`src/design/lpfd_pkg.sv`:
```
// Package for the length-prefixed frame deframer.
// Holds the header constants, status codes and the structs passed between stages.
// No dependencies.
package lpfd_pkg;

  localparam logic [31:0] DEFAULT_MAX_PAYLOAD = 32'd65536;
  localparam int          HEADER_BYTES        = 5;
  // Bytes of the little-endian length field; the kind byte follows them.
  localparam int          LEN_BYTES           = HEADER_BYTES - 1;

  localparam logic [1:0] ST_DATA     = 2'd0;
  localparam logic [1:0] ST_EMPTY    = 2'd1;
  localparam logic [1:0] ST_OVERSIZE = 2'd2;

  typedef struct packed {
    logic       valid;
    logic [7:0] data;
  } stage_t;

  typedef struct packed {
    logic [1:0] item_status;
    logic [7:0] payload_byte;
    logic [7:0] frame_kind;
    logic       last_of_frame;
  } result_t;

  typedef struct packed {
    logic    valid;
    result_t res;
  } core_out_t;

endpackage

```
`src/design/lpfd_byte_if.sv`:
```
// Byte stream channel for the deframer input.
// Depends on nothing.
interface lpfd_byte_if;
  logic       valid;
  logic       ready;
  logic [7:0] in_byte;

  modport source (output valid, output in_byte, input ready);
  modport sink   (input valid, input in_byte, output ready);
endinterface

```
`src/design/lpfd_result_if.sv`:
```
// Result channel of the deframer: status, data byte, kind and last mark.
// Depends on nothing.
interface lpfd_result_if;
  logic       valid;
  logic       ready;
  logic [1:0] item_status;
  logic [7:0] payload_byte;
  logic [7:0] frame_kind;
  logic       last_of_frame;

  modport source (output valid, output item_status, output payload_byte,
                  output frame_kind, output last_of_frame, input ready);
  modport sink   (input valid, input item_status, input payload_byte,
                  input frame_kind, input last_of_frame, output ready);
endinterface

```
`src/design/lpfd_cfg_if.sv`:
```
// Configuration write channel carrying the maximum payload register.
// Depends on nothing.
interface lpfd_cfg_if;
  logic        valid;
  logic        ready;
  logic [31:0] payload_cap;

  modport source (output valid, output payload_cap, input ready);
  modport sink   (input valid, input payload_cap, output ready);
endinterface

```
`src/design/lpfd_in_reg.sv`:
```
// Input register of the deframer: holds one accepted byte until the core takes it.
// Depends on lpfd_pkg and lpfd_byte_if.
module lpfd_in_reg (
  input  logic            clk,
  input  logic            rst,
  lpfd_byte_if.sink       stream,
  input  logic            advance,
  output lpfd_pkg::stage_t stage
);
  import lpfd_pkg::*;

  logic       valid;
  logic [7:0] data;

  assign stream.ready = !valid || advance;

  always_ff @(posedge clk) begin
    if (rst) begin
      valid <= 1'b0;
    end else if (stream.ready) begin
      valid <= stream.valid;
    end
  end

  always_ff @(posedge clk) begin
    if (stream.ready && stream.valid) begin
      data <= stream.in_byte;
    end
  end

  assign stage.valid = valid;
  assign stage.data  = data;
endmodule

```
`src/design/lpfd_core.sv`:
```
// Deframer core: header assembly, length check and payload count.
// Depends on lpfd_pkg.
module lpfd_core (
  input  logic                clk,
  input  logic                rst,
  input  logic                fire,
  input  logic [7:0]          in_data,
  input  logic [31:0]         payload_cap,
  output lpfd_pkg::core_out_t out
);
  import lpfd_pkg::*;

  typedef enum logic [1:0] {PH_HEADER, PH_PAYLOAD, PH_STUCK} phase_t;

  phase_t      phase, phase_next;
  logic [2:0]  header_index, header_index_next;
  logic [31:0] length_word, length_word_next;
  logic [31:0] bytes_left, bytes_left_next;
  logic [7:0]  kind_held, kind_held_next;
  logic [31:0] limit;

  assign limit = (payload_cap != 32'd0) ? payload_cap : DEFAULT_MAX_PAYLOAD;

  always_comb begin
    phase_next        = phase;
    header_index_next = header_index;
    length_word_next  = length_word;
    bytes_left_next   = bytes_left;
    kind_held_next    = kind_held;
    out               = '0;
    unique case (phase)
      PH_HEADER: begin
        if (header_index != 3'(LEN_BYTES)) begin
          case (header_index[1:0])
            2'd0:    length_word_next[7:0]   = in_data;
            2'd1:    length_word_next[15:8]  = in_data;
            2'd2:    length_word_next[23:16] = in_data;
            default: length_word_next[31:24] = in_data;
          endcase
          header_index_next = header_index + 3'd1;
        end else begin
          kind_held_next       = in_data;
          header_index_next    = 3'd0;
          length_word_next     = 32'd0;
          out.res.frame_kind   = in_data;
          if (length_word > limit) begin
            phase_next          = PH_STUCK;
            out.valid           = 1'b1;
            out.res.item_status = ST_OVERSIZE;
          end else if (length_word == 32'd0) begin
            out.valid             = 1'b1;
            out.res.item_status   = ST_EMPTY;
            out.res.last_of_frame = 1'b1;
          end else begin
            bytes_left_next = length_word;
            phase_next      = PH_PAYLOAD;
          end
        end
      end
      PH_PAYLOAD: begin
        out.valid            = 1'b1;
        out.res.item_status  = ST_DATA;
        out.res.payload_byte = in_data;
        out.res.frame_kind   = kind_held;
        if (bytes_left <= 32'd1) begin
          out.res.last_of_frame = 1'b1;
          bytes_left_next       = 32'd0;
          phase_next            = PH_HEADER;
        end else begin
          bytes_left_next = bytes_left - 32'd1;
        end
      end
      // The stuck phase and the unused code both drop every byte.
      default: begin
      end
    endcase
  end

  always_ff @(posedge clk) begin
    if (rst) begin
      phase        <= PH_HEADER;
      header_index <= 3'd0;
      length_word  <= 32'd0;
      bytes_left   <= 32'd0;
      kind_held    <= 8'd0;
    end else if (fire) begin
      phase        <= phase_next;
      header_index <= header_index_next;
      length_word  <= length_word_next;
      bytes_left   <= bytes_left_next;
      kind_held    <= kind_held_next;
    end
  end
endmodule

```
`src/design/lpfd_out_reg.sv`:
```
// Result register of the deframer: holds one result until the consumer takes it.
// Depends on lpfd_pkg and lpfd_result_if.
module lpfd_out_reg (
  input  logic                clk,
  input  logic                rst,
  input  logic                fire,
  input  lpfd_pkg::core_out_t core_out,
  output logic                free,
  lpfd_result_if.source       result
);
  import lpfd_pkg::*;

  logic    valid;
  result_t res;

  assign free = !valid || result.ready;

  always_ff @(posedge clk) begin
    if (rst) begin
      valid <= 1'b0;
    end else if (fire) begin
      valid <= core_out.valid;
    end else if (result.ready) begin
      valid <= 1'b0;
    end
  end

  always_ff @(posedge clk) begin
    if (fire && core_out.valid) begin
      res <= core_out.res;
    end
  end

  assign result.valid         = valid;
  assign result.item_status   = res.item_status;
  assign result.payload_byte  = res.payload_byte;
  assign result.frame_kind    = res.frame_kind;
  assign result.last_of_frame = res.last_of_frame;
endmodule

```
`src/design/length_prefixed_frame_deframer_unit.sv`:
```
// Length-prefixed frame deframer, top level.
// Throughput: one byte per clock cycle while the result register is free, set by the single
// length compare and count step. A byte's result goes from the core into the result register.
// Reset (rst, synchronous, active high) empties both registers, returns to the header phase
// and sets payload_cap to zero, which selects the default maximum of 65536 bytes.
// Depends on lpfd_pkg, the three channel interfaces, lpfd_in_reg, lpfd_core and lpfd_out_reg.
module length_prefixed_frame_deframer_unit (
  input  logic          clk,
  input  logic          rst,
  lpfd_byte_if.sink     stream,
  lpfd_cfg_if.sink      cfg,
  lpfd_result_if.source result
);
  import lpfd_pkg::*;

  // The maximum payload register. The user writes it only while the block is idle, which
  // is not enforced. The port is always ready; the value is sampled when a header completes.
  logic [31:0] payload_cap;

  assign cfg.ready = 1'b1;

  always_ff @(posedge clk) begin
    if (rst) begin
      payload_cap <= 32'd0;
    end else if (cfg.valid) begin
      payload_cap <= cfg.payload_cap;
    end
  end

  stage_t    stage;
  core_out_t core_out;
  logic      out_free;
  logic      fire;

  // The core processes the held byte whenever the result register can take
  // whatever it produces: it is empty, or its result is being transferred now.
  // Bytes that give no result still wait for that, which keeps the order simple.
  assign fire = stage.valid && out_free;

  lpfd_in_reg u_in_reg (
    .clk     (clk),
    .rst     (rst),
    .stream  (stream),
    .advance (fire),
    .stage   (stage)
  );

  lpfd_core u_core (
    .clk         (clk),
    .rst         (rst),
    .fire        (fire),
    .in_data     (stage.data),
    .payload_cap (payload_cap),
    .out         (core_out)
  );

  lpfd_out_reg u_out_reg (
    .clk      (clk),
    .rst      (rst),
    .fire     (fire),
    .core_out (core_out),
    .free     (out_free),
    .result   (result)
  );
endmodule

```
`src/flat_wrapper.sv`:
```
// flat-port wrapper written by rule: the top's interface ports become plain ports
module length_prefixed_frame_deframer_unit_flat import lpfd_pkg::*;
  (clk, rst, stream_valid, stream_in_byte, stream_ready, cfg_valid, cfg_payload_cap, cfg_ready, result_valid, result_item_status, result_payload_byte, result_frame_kind, result_last_of_frame, result_ready);
  lpfd_byte_if stream_i ();
  lpfd_cfg_if cfg_i ();
  lpfd_result_if result_i ();
  input  logic clk;
  input  logic rst;
  input wire logic [$bits(stream_i.valid)-1:0] stream_valid;
  input wire logic [$bits(stream_i.in_byte)-1:0] stream_in_byte;
  output wire logic [$bits(stream_i.ready)-1:0] stream_ready;
  input wire logic [$bits(cfg_i.valid)-1:0] cfg_valid;
  input wire logic [$bits(cfg_i.payload_cap)-1:0] cfg_payload_cap;
  output wire logic [$bits(cfg_i.ready)-1:0] cfg_ready;
  output wire logic [$bits(result_i.valid)-1:0] result_valid;
  output wire logic [$bits(result_i.item_status)-1:0] result_item_status;
  output wire logic [$bits(result_i.payload_byte)-1:0] result_payload_byte;
  output wire logic [$bits(result_i.frame_kind)-1:0] result_frame_kind;
  output wire logic [$bits(result_i.last_of_frame)-1:0] result_last_of_frame;
  input wire logic [$bits(result_i.ready)-1:0] result_ready;
  assign stream_i.valid = stream_valid;
  assign stream_i.in_byte = stream_in_byte;
  assign stream_ready = stream_i.ready;
  assign cfg_i.valid = cfg_valid;
  assign cfg_i.payload_cap = cfg_payload_cap;
  assign cfg_ready = cfg_i.ready;
  assign result_valid = result_i.valid;
  assign result_item_status = result_i.item_status;
  assign result_payload_byte = result_i.payload_byte;
  assign result_frame_kind = result_i.frame_kind;
  assign result_last_of_frame = result_i.last_of_frame;
  assign result_i.ready = result_ready;
  length_prefixed_frame_deframer_unit u_core (.clk(clk), .rst(rst), .stream(stream_i), .cfg(cfg_i), .result(result_i));
endmodule
```
`config.mk`:
```
export PLATFORM = sky130hd
export DESIGN_NAME = length_prefixed_frame_deframer_unit_flat
export DESIGN_NICKNAME = d
export VERILOG_FILES = /design/src/design/lpfd_pkg.sv /design/src/design/lpfd_byte_if.sv /design/src/design/lpfd_result_if.sv /design/src/design/lpfd_cfg_if.sv /design/src/design/lpfd_in_reg.sv /design/src/design/lpfd_core.sv /design/src/design/lpfd_out_reg.sv /design/src/design/length_prefixed_frame_deframer_unit.sv /design/src/flat_wrapper.sv
export SDC_FILE = /design/constraint.sdc
export NUM_CORES = 1
export LEC_CHECK = 0
export ABC_AREA = 1
export BUFFER_PORTS_ARGS = -buffer_cell sky130_fd_sc_hd__buf_4
export CORE_MARGIN = 1.5
export CORE_UTILIZATION = 42
export DETAILED_ROUTE_END_ITERATION = 7
export PLACE_DENSITY = 0.66
export SLEW_MARGIN = 20
export SYNTH_ARGS = -nofsm -noshare
export SYNTH_HDL_FRONTEND = slang
export SYNTH_HIERARCHICAL = 1
export SYNTH_SLANG_ARGS = --single-unit
```
`constraint.sdc`:
```
create_clock -name clk -period 2.8 [get_ports clk]
set_input_delay 0.28 -clock clk [delete_from_list [all_inputs] [get_ports clk]]
set_output_delay 0.28 -clock clk [all_outputs]
set_load 0.02 [all_outputs]
```
* After elaboration in Yosys (flattened, before gate mapping)
Cells that the tools add are included.
** Word-level totals
- Output and inout bits :: 22
- Register bits :: 138
** Operators by class
- Magnitude comparators :: 2
- Mux-type cells :: 28
- Bitwise operators :: 1
- $add $sub $neg :: 2
- Equal/unequal tests :: 13
- Reduce and logical (&&, ||, !) cells :: 22
** Operator list (number)
- $mux 32 :: 6
- $pmux 32 s2 :: 1
- $gt 32x32->1 :: 1
- $le 32x1->1 const B :: 1
- $logic_not 32->1 :: 1
- $mux 8 :: 4
- $reduce_bool 32->1 :: 1
- $sub 32x1->32 const B :: 1
- $pmux 9 s2 :: 1
- $reduce_and 3->1 :: 5
- $mux 3 :: 4
- $ne 2x2->1 const B :: 5
- $reduce_and 5->1 :: 2
- $mux 9 :: 1
- $mux 2 :: 4
- $ne 2x1->1 const B :: 3
- $ne 3x3->1 const B :: 2
- $pmux 3 s2 :: 1
- $mux 1 :: 5
- $eq 2x1->1 const B :: 2
- $logic_not 2->1 :: 2
- $pmux 2 s2 :: 1
- $reduce_bool 2->1 :: 2
- $add 3x1->3 const B :: 1
- other kinds (7) :: 11

* Logic depth before layout (Yosys ltp)
Gate-level depths: netlist (run 1).
- Depth in word-level cells :: 7
- Mapped depth :: 19
- Gate-level depth less buffers :: 18

* By module
The synthesis (run 1) kept the hierarchy.
** Modules (own cells, without submodules)
- lpfd_core :: area an instance 5232.5 sq um, cells an instance 797, sequential area each 1541.5 sq um, times used 1
- length_prefixed_frame_deframer_unit :: area an instance 1357.6 sq um, cells an instance 207, sequential area each 640.6 sq um, times used 1
- lpfd_out_reg :: area an instance 621.8 sq um, cells an instance 27, sequential area each 590.6 sq um, times used 1
- lpfd_in_reg :: area an instance 295.3 sq um, cells an instance 15, sequential area each 260.2 sq um, times used 1

* Worst setup path after synthesis (run 1)
OpenSTA, ideal clock, no wires.
- Path kind :: reg-to-reg
- Start point :: reg u_core.payload_cap[3]
- End point :: reg u_core.u_out_reg.res, in the netlist u_core/u_out_reg/result.frame_kind[0], enable pin
- Data required time :: 2.426 ns
- Library setup time :: 0.374 ns
- Arrival time :: 2.350 ns
- Cell stages (with the launch flop) :: 16
- Clock period less this slack :: 2.724 ns
- Slack :: 0.076 ns
- Cells stage by stage :: dfxtp_1 > inv_1 > nand2_1 > nor4_1 > a41oi_1 > ha_1 > nand2_1 > nor2_1 > and3_1 > nand2_1 > nand2_2 > nand3_4 > buf_2 > a31oi_1 > nand2_1 > inv_1
** RTL lines
- start, declared :: RTL line length_prefixed_frame_deframer_unit.sv:18 : logic [31:0] payload_cap;
- start signal, assigned :: RTL line length_prefixed_frame_deframer_unit.sv:26 : payload_cap <= cfg.payload_cap;
- end signal, assigned :: RTL line lpfd_out_reg.sv:30 : res <= core_out.res;
- end, declared :: RTL line lpfd_out_reg.sv:14 : result_t res;

==> results of run 1 <==
worst max-delay path by stage:
stage	slack, ns	endpoint	depth (start not counted)	from
after floorplan	0.08	u_core/u_out_reg/result.frame_kind[0]	15	u_core/payload_cap[3]
after global placement	0.18	u_core/u_out_reg/result.payload_byte[5]	15	u_core/payload_cap[17]
after detailed placement	0.1	u_core/u_out_reg/result.payload_byte[5]	15	u_core/payload_cap[6]
after CTS	0.09	u_core/u_out_reg/result.payload_byte[6]	15	u_core/payload_cap[6]
after global routing	-0.03	u_core/u_core/bytes_left[27]	18	u_core/payload_cap[20]
final	0.14	u_core/u_out_reg/result.payload_byte[1]	15	u_core/payload_cap[21]
sequential cells by signal (all words and copies together), names as in the netlist:
name                                   cells
u_core/u_core/phase                        2
u_core/u_core/length_word                 32
u_core/u_in_reg/valid                      1
u_core/u_out_reg/result.item_status        2
u_core/u_core/header_index                 3
u_core/u_in_reg/data                       8
u_core/u_core/kind_held                    8
u_core/u_out_reg/result.last_of_frame      1
u_core/payload_cap                        32
u_core/u_out_reg/result.valid              1
u_core/u_out_reg/result.frame_kind         8
u_core/u_core/bytes_left                  32
u_core/u_out_reg/result.payload_byte       8
timing repair:
| action | 4_1_cts | 5_1_grt |
|---|---|---|
| setup buffers | 0 | 4 |
| endpoints found under the setup margin | 0 | 51 |
| hold buffers | 0 | 0 |
| gates resized for setup | 0 | 17 |
final cells by class:
type / count / area (um2) / area share, %
Timing Repair Buffer: 87 / 729.5 / 8.217
Sequential cell: 138 / 3035 / 34.19
Inverter: 155 / 584.3 / 6.582
Clock buffer: 19 / 442.9 / 4.989
Clock inverter: 13 / 128.9 / 1.452
Multi-Input combinational cell: 710 / 3675 / 41.40
Tap cell: 225 / 281.5 / 3.171
routing by layer:
layer	vias up	GRT usage, %	part of all wire [%]	wire length [um]
li1	3483	-	-	-
met5	-	0	0	0
met1	3128	29.25	46	8836
met3	28	4.481	6.3	1200
met4	0	6.738	1.8	343
met2	202	33.00	46	8792
worst reg2reg max path, stage by stage, from the launching register on:
cell	delay, ns
dfxtp_1	0.31
inv_1	0.08
nand4_1	0.17
nor4_4	0.20
a41oi_2	0.15
ha_1	0.30
nand2_1	0.05
nor2_1	0.09
and3_1	0.20
nand2_1	0.07
nand2_2	0.10
nand3_4	0.09
a31oi_1	0.16
nand2_1	0.13
inv_4	0.14
clkbuf_16	0.16
layout by cell type, fill, tap and decap left out, types with 2 or more instances in the layout:
| cell | Yosys | final |
|---|---|---|
| nand4_1 | 31 | 31 |
| o21a_1 | 2 | 2 |
| o22ai_1 | 35 | 35 |
| inv_2 | 2 | 9 |
| nand3_4 | 2 | 2 |
| dfxtp_1 | 111 | 109 |
| nand2_1 | 205 | 205 |
| nor2_2 | 8 | 10 |
| nor4_4 | 0 | 2 |
| nor3_2 | 3 | 3 |
| a21oi_1 | 65 | 65 |
| nor3_1 | 5 | 5 |
| buf_4 | 6 | 81 |
| inv_1 | 153 | 145 |
| nand2_2 | 3 | 3 |
| o21ai_1 | 5 | 5 |
| a21oi_2 | 2 | 2 |
| clkinvlp_4 | 0 | 2 |
| inv_6 | 0 | 8 |
| xor2_1 | 23 | 23 |
| nor2_1 | 190 | 188 |
| a21o_1 | 2 | 2 |
| dfxtp_2 | 0 | 2 |
| clkbuf_16 | 0 | 19 |
| ha_1 | 39 | 39 |
| edfxtp_1 | 27 | 27 |
| buf_12 | 0 | 3 |
| nand3_1 | 28 | 28 |
| o21ai_0 | 52 | 52 |
kinds of logic after synthesis:
kind of cell / after synthesis
AND/OR/NAND/NOR: 481
adder cells (fa/ha/maj): 39
AO/OA/AOI/OAI: 165
XOR/XNOR: 24
other: 1
buffers and inverters: 198
flip-flops: 138
per-stage QoR:
stage / power, mW / instance area [um2]
2_1_floorplan: 2.589 / 7507
3_3_place_gp: 2.759 / 8169
3_5_place_dp: 2.767 / 8169
4_1_cts: 4.950 / 8741
5_1_grt: 5.148 / 8877
6_report: 4.930 / 8877
where the power goes:
part,internal [mW],switching [mW]
logic,0.228,0.378
clock network,1.27,0.915
registers,2.09,0.0499
==> out/qor.yml, run 1 <==
place.gp.congestion: 0.9460
grt_use_total_pct: 21.18
root_buffer: "clkbuf_16"
hold_start: "stream_in_byte[7]"
synth_mux_area_share_pct: 0
leakage_nw: 4.408
synth_adder_area_share_pct: 6.500
num_rows: 48
power.density_mw_per_mm2: 555.3
layout.cells.non_filler: 1347
path_cells: "inv_1 > nand4_1 > nor4_4 > a41oi_2 > ha_1 > nand2_1 > nor2_1 > and3_1 > nand2_1 > nand2_2 > nand3_4 > a31oi_1 > nand2_1 > inv_4 > clkbuf_16"
drtAntennaViolNets: 0
io_buffers: 65
peakVddDrop_mv: 0.4557
ys.flop_type: "dfxtp_1"
ys_top_cells_by_count: "205 x nand2_1, 190 x nor2_1, 153 x inv_1, 111 x dfxtp_1, 65 x a21oi_1"
synth_top_area_share_pct: 29.60
worstReg2RegStart: "u_core/payload_cap[21]"
syn-num-nets: 1130
whs_path_depth: 1
antenna_found_initial: 0
r2r_end: "u_core/u_out_reg/result.payload_byte[1]"
crit_path_start_kind: "flip-flop"
place_inst: 1308
post-route-util_pct: 51.15
remaining_drc_errors: 0
worst_slack_ns: 0.1375
worst_pin_slew_ns: 0.9431
criticalPathCategory: "flip-flop to flip-flop"
synth_top_family_by_area: "simple AND/OR/NAND/NOR gates"
crit_buf_inv: 3
path_max_fanout: 5
ios: 67
holdWs_ns: 0.03519
start_util_pct: 43.25
cp.required_ns: 2.94
setup_violations: 0
cts.sinks: 138
synth_cell_types: 35
cts_tree: "built"
r2r_slack_ns: 0.14
vias_per_cell: 5.079
avgSynthCellArea_um2: 7.177
cp_top_family: "simple AND/OR/NAND/NOR gates"
synth.cell_area_mm2: 0.007507
route.vias.total: 6841
grt_pass1_wl_mm: 30.70
clk_path_buf_depth: 2
synthXorXnorAreaFrac_pct: 2.800
synth_compound_area_share_pct: 11.88
post-route-period-util_pct: 95.09
drive_gt1_share_pct: 13.90
fillCellCount: 1705
post-synth-top-count-cell: "nand2_1"
timing.fmax_mhz: 375.6
core_mm2: 0.01736
drtIter0Drc: 672
yosysSeqAreaShare_pct: 40.40
numCtsBuffers: 17
yosysWarnings: 6
fp.dieW_um: 136.7
critPathCaptureType: "flip-flop"
area_growth_pct: 18.25
h-tree-depth: 4
synth_edf_count: 27
async_flop_share_pct: 0
outcome: "complete, no violations"
hold_viol_final: 0
clk_pin_slew_ns: 0.06
min_to: "u_core/u_in_reg/data[7]"
finalCriticalPeriod_ns: 2.662
clock_latency_ns: 0.42
synth-seq-cells: 138
cap_violations: 0
postSynthCellCount: 1046
grt-ovfl-total: 0
yosys.area_share.simple_pct: 27.15
max_slew_margin_pct: 37.06
cp.arrival_ns: 2.80
slew_viol_final: 0
worstHoldPathType: "input port to flip-flop"
cp_slowest_cell: "dfxtp_1"
dp_worst_setup_slack_ns: 0.09734
max_stage_delay_ns: 0.31
skew_ns: 0.008142
setup_tns_ns: 0
ys_top_cells_by_area: "dfxtp_1 30%, edfxtp_1 11%, nand2_1 10%, nor2_1 9.5%, inv_1 7.6%"
dieArea_mm2: 0.01869
totalWireLength_mm: 19.17
synth_area_leader_cell: "dfxtp_1"
cp_common_cell: "nand2_1"
nets: 1193
grt_max_degree: 65
die_y_um: 136.7
grt_pass1_vias: 6164
diodes: 0
wire_per_inst_um: 14.23
firstDrtPassIters: 4
reg2reg_depth: 15
hpwl_mm: 13.90
Power figures use the tool's default switching activity.
==> inputs of run 2 (changes only) <==
CORE_ASPECT_RATIO = 0.5   (was not set)
SYNTH_HIERARCHICAL = not set   (was 1)
==> out/qor.yml, run 2 <==
outcome: "complete, no violations"  # unchanged
power.density_mw_per_mm2: 557.9  # was 555.3 mW/mm2
ios: 67  # unchanged
setup_violations: 0  # unchanged
post-synth-top-count-cell: "nand2_1"  # unchanged
drtIter0Drc: 612  # was 672
crit_path_start_kind: "flip-flop"  # unchanged
num_rows: 33  # was 48
remaining_drc_errors: 0  # unchanged
finalCriticalPeriod_ns: 2.673  # was 2.662 ns
cp_slowest_cell: "dfxtp_1"  # unchanged
p_int_mw: 3.521  # was 3.588 mW
avgSynthCellArea_um2: 7.347  # was 7.177 um2
worst_slack_ns: 0.1275  # was 0.1375 ns
start_util_pct: 43.40  # was 43.25%
ys.flop_type: "dfxtp_1"  # unchanged
synth_area_leader_cell: "dfxtp_1"  # unchanged
max_slew_margin_pct: 62.15  # was 37.06%
rsz0062_at_grt: "true"
hpwl_mm: 13.83  # was 13.90 mm
antenna_found_initial: 0  # unchanged
firstDrtPassIters: 5  # was 4
async_flop_share_pct: 0  # unchanged
drive_gt1_share_pct: 15.08  # was 13.90%
layout_common_cells: "214 x nand2_1, 122 x nor2_1, 111 x inv_1"  # was 205 x nand2_1, 188 x nor2_1, 145 x inv_1
postSynthCellCount: 978  # was 1046
area_growth_pct: 21.80  # was 18.25%
worstReg2RegStart: "u_core.payload_cap[11]"  # was u_core/payload_cap[21]
layout.cells.non_filler: 1288  # was 1347
die_y_um: 95.49  # was 136.7 um
seqPwrFrac_pct: 43.4  # about the same
cp.required_ns: 2.95  # was 2.94 ns
swShare_pct: 27.89  # was 27.22%
leakage_nw: 4.169  # was 4.408 nW
skew_ns: 0.01386  # was 0.008142 ns
synth-seq-cells: 138  # unchanged
core_mm2: 0.01656  # was 0.01736 mm2
r2r_end: "u_core.u_out_reg.result.frame_kind[1]"  # was u_core/u_out_reg/result.payload_byte[1]
yosysWarnings: 0  # was 6
slew_viol_final: 0  # unchanged
hold_start: "stream_in_byte[4]"  # was stream_in_byte[7]
vias_per_cell: 5.210  # was 5.079
reg.largest.list: "u_core.payload_cap: 32 flops, u_core.u_core.bytes_left: 32 flops, u_core.u_core.length_word: 32 flops"  # was u_core/payload_cap: 32 flops, u_core/u_core/bytes_left: 32 flops, u_core/u_core/length_word: 32 flops
nets: 1132  # was 1193
min_to: "u_core.u_in_reg.data[4]"  # was u_core/u_in_reg/data[7]
drtAntennaViolNets: 0  # unchanged
ys_top_cells_by_count: "216 x nand2_1, 124 x nor2_1, 114 x inv_1, 111 x dfxtp_1, 92 x a21oi_1"  # was 205 x nand2_1, 190 x nor2_1, 153 x inv_1, 111 x dfxtp_1, 65 x a21oi_1
place_inst: 1249  # was 1308
power_mw: 4.883  # was 4.930 mW
combinationalPowerShare_pct: 9.0  # was 12.3%
p_clk_share_pct: 47.6  # was 44.3%
whs_path_depth: 1  # unchanged
multi_input_area_mm2: 0.003598  # was 0.003675 mm2
criticalPathCategory: "flip-flop to flip-flop"  # unchanged
switching_power_mw: 1.362  # was 1.342 mW
h-tree-depth: 4  # unchanged
io_buffers: 65  # unchanged
worst_pin_slew_ns: 0.5626  # was 0.9431 ns
grt-ovfl-total: 0  # unchanged
clk_pin_slew_ns: 0.07  # was 0.06 ns
path_max_fanout: 5  # unchanged
synth_top_area_share_pct: 30.92  # was 29.60%
r2r_slack_ns: 0.13  # was 0.14 ns
diodes: 0  # unchanged
max_stage_delay_ns: 0.31  # about the same
syn-num-nets: 1062  # was 1130
clk_path_buf_depth: 2  # unchanged
grt_max_degree: 59  # was 65
cts_tree: "built"  # unchanged
post-route-period-util_pct: 95.45  # was 95.09%
fillCellCount: 1551  # was 1705
grt_pass1_vias: 5954  # was 6164
timing.fmax_mhz: 374.2  # was 375.6 MHz
grt_pass1_wl_mm: 30.06  # was 30.70 mm
cp.arrival_ns: 2.82  # was 2.80 ns
fp.dieW_um: 188.0  # was 136.7 um
ys_top_cells_by_area: "dfxtp_1 31%, edfxtp_1 11%, nand2_1 11%, ha_1 6.8%, nor2_1 6.5%"  # was dfxtp_1 30%, edfxtp_1 11%, nand2_1 10%, nor2_1 9.5%, inv_1 7.6%
synth_edf_count: 27  # unchanged
place.gp.congestion: 0.8745  # was 0.9460
clock_latency_ns: 0.43  # was 0.42 ns
path_cells: "nor4_1 > nand3_1 > nor3_2 > a41oi_2 > ha_1 > nand2_1 > nor2_1 > and3_4 > nand2_4 > nand2_4 > nand3_4 > nand3_2 > nand2_2 > clkinv_4 > clkbuf_16"  # was inv_1 > nand4_1 > nor4_4 > a41oi_2 > ha_1 > nand2_1 > nor2_1 > and3_1 > nand2_1 > nand2_2 > nand3_4 > a31oi_1 > nand2_1 > inv_4 > clkbuf_16
yosysSeqAreaShare_pct: 42.21  # was 40.40%
numCtsBuffers: 17  # unchanged
setup_tns_ns: 0  # unchanged
reg2reg_depth: 15  # unchanged
worstHoldPathType: "input port to flip-flop"  # unchanged
synth.cell_area_mm2: 0.007186  # was 0.007507 mm2
cts.sinks: 138  # unchanged
root_buffer: "clkbuf_16"  # unchanged
final_common_cell: "nand2_1"  # unchanged
grt_use_total_pct: 21.52  # was 21.18%
wire_per_inst_um: 15.38  # was 14.23 um
dieArea_mm2: 0.01795  # was 0.01869 mm2
totalWireLength_mm: 19.81  # was 19.17 mm
peakVddDrop_mv: 0.4579  # was 0.4557 mV
hold_viol_final: 0  # unchanged
critPathCaptureType: "flip-flop"  # unchanged
route.vias.total: 6710  # was 6841
dp_worst_setup_slack_ns: 0.07974  # was 0.09734 ns
synth_cell_types: 39  # was 35
cp_common_cell: "nand2_4"  # was nand2_1
ff_latch_area_mm2: 0.003037  # was 0.003035 mm2
cap_violations: 0  # unchanged
==> run 2: cell types whose count changed in the layout (fill, tap and decap cells not counted), moves of 5 or more <==
| cell | change |
|---|---|
| buf_4 | -5 |
| nor2_1 | -66 |
| nor2_2 | -5 |
| inv_8 | +8 |
| nor4_1 | +8 |
| o22ai_1 | -19 |
| nand4_1 | -12 |
| a21oi_1 | +26 |
| o21ai_0 | +21 |
| inv_1 | -34 |
| nand2_1 | +9 |
==> run 2: worst max-delay path by stage <==
stage / startpoint / to / slack (ns) / cells past startpoint
6_report: u_core.payload_cap[11] / u_core.u_out_reg.result.frame_kind[1] / 0.13 / 15
5_1_grt: u_core.payload_cap[17] / u_core.u_core.bytes_left[27] / -0.06 / 14
4_1_cts: u_core.payload_cap[11] / u_core.u_out_reg.result.payload_byte[4] / 0.05 / 15
3_5_place_dp: u_core.payload_cap[11] / u_core.u_out_reg.result.frame_kind[4] / 0.08 / 15
3_3_place_gp: u_core.payload_cap[11] / u_core.u_out_reg.result.frame_kind[1] / 0.18 / 15
2_1_floorplan: u_core.payload_cap[11] / u_core.u_out_reg.result.frame_kind[0] / 0.19 / 14
==> run 2: area by class of cell <==
type                            instances  share of cell area, %
Tap cell                              227                  3.245
Timing Repair Buffer                   85                  8.763
Sequential cell                       138                  34.70
Inverter                              124                  5.375
Clock inverter                         15                  1.944
Multi-Input combinational cell        682                  41.12
Clock buffer                           17                  4.861
==> run 2: critical path, delay by kind of cell, from the launching register on <==
kind,cells,cell delay (ns)
compound gates,1,0.12
fa+ha+maj,1,0.29
buf+inv,2,0.27
flops,1,0.31
simple gates,11,1.36
==> run 2: through the flow <==
step | instance area (um2) | util, % | hold slack, ns
2_1_floorplan | 7186 | - | 0.3789
3_3_place_gp | 7928 | 47.88 | 0.4591
3_5_place_dp | 7928 | 47.88 | 0.4595
4_1_cts | 8523 | 51.48 | 0.01436
5_1_grt | 8752 | 52.86 | 0.01193
6_report | 8752 | 52.86 | 0.02250
==> run 2: logic make-up after synthesis <==
group                    count (synthesis)  synth area share (%)
adder cells (fa/ha/maj)                 39                 6.791
buffers and inverters                  158                 8.776
flip-flops                             138                 42.21
AND/OR/NAND/NOR                        432                 25.75
other                                    1               0.05219
XOR/XNOR                                20                 2.438
AO/OA/AOI/OAI                          190                 13.98
==> run 2: layer usage <==
layer | wire length, um | vias up | GRT usage [%] | share of wire (%)
met5 | 0 | - | 0 | 0
met1 | 9605 | 3047 | 30.18 | 48
met2 | 8069 | 277 | 32.07 | 41
met3 | 1705 | 40 | 6.146 | 8.6
met4 | 427 | 0 | 6.200 | 2.2
li1 | - | 3346 | - | -
==> run 2: power by group through the flow <==
stage / registers, mW / logic (mW) / clock network, mW
after floorplan: 2.15 / 0.279 / 0
after global placement: 2.16 / 0.406 / 0
after detailed placement: 2.16 / 0.415 / 0
after CTS: 2.12 / 0.418 / 2.35
after global routing: 2.12 / 0.493 / 2.43
final: 2.12 / 0.440 / 2.33
==> run 2: timing repair <==
| action | in CTS | in global routing |
|---|---|---|
| setup endpoints to repair | 0 | 51 |
| hold buffers | 0 | 0 |
| setup buffers | 0 | 1 |
| resized for setup | 0 | 24 |
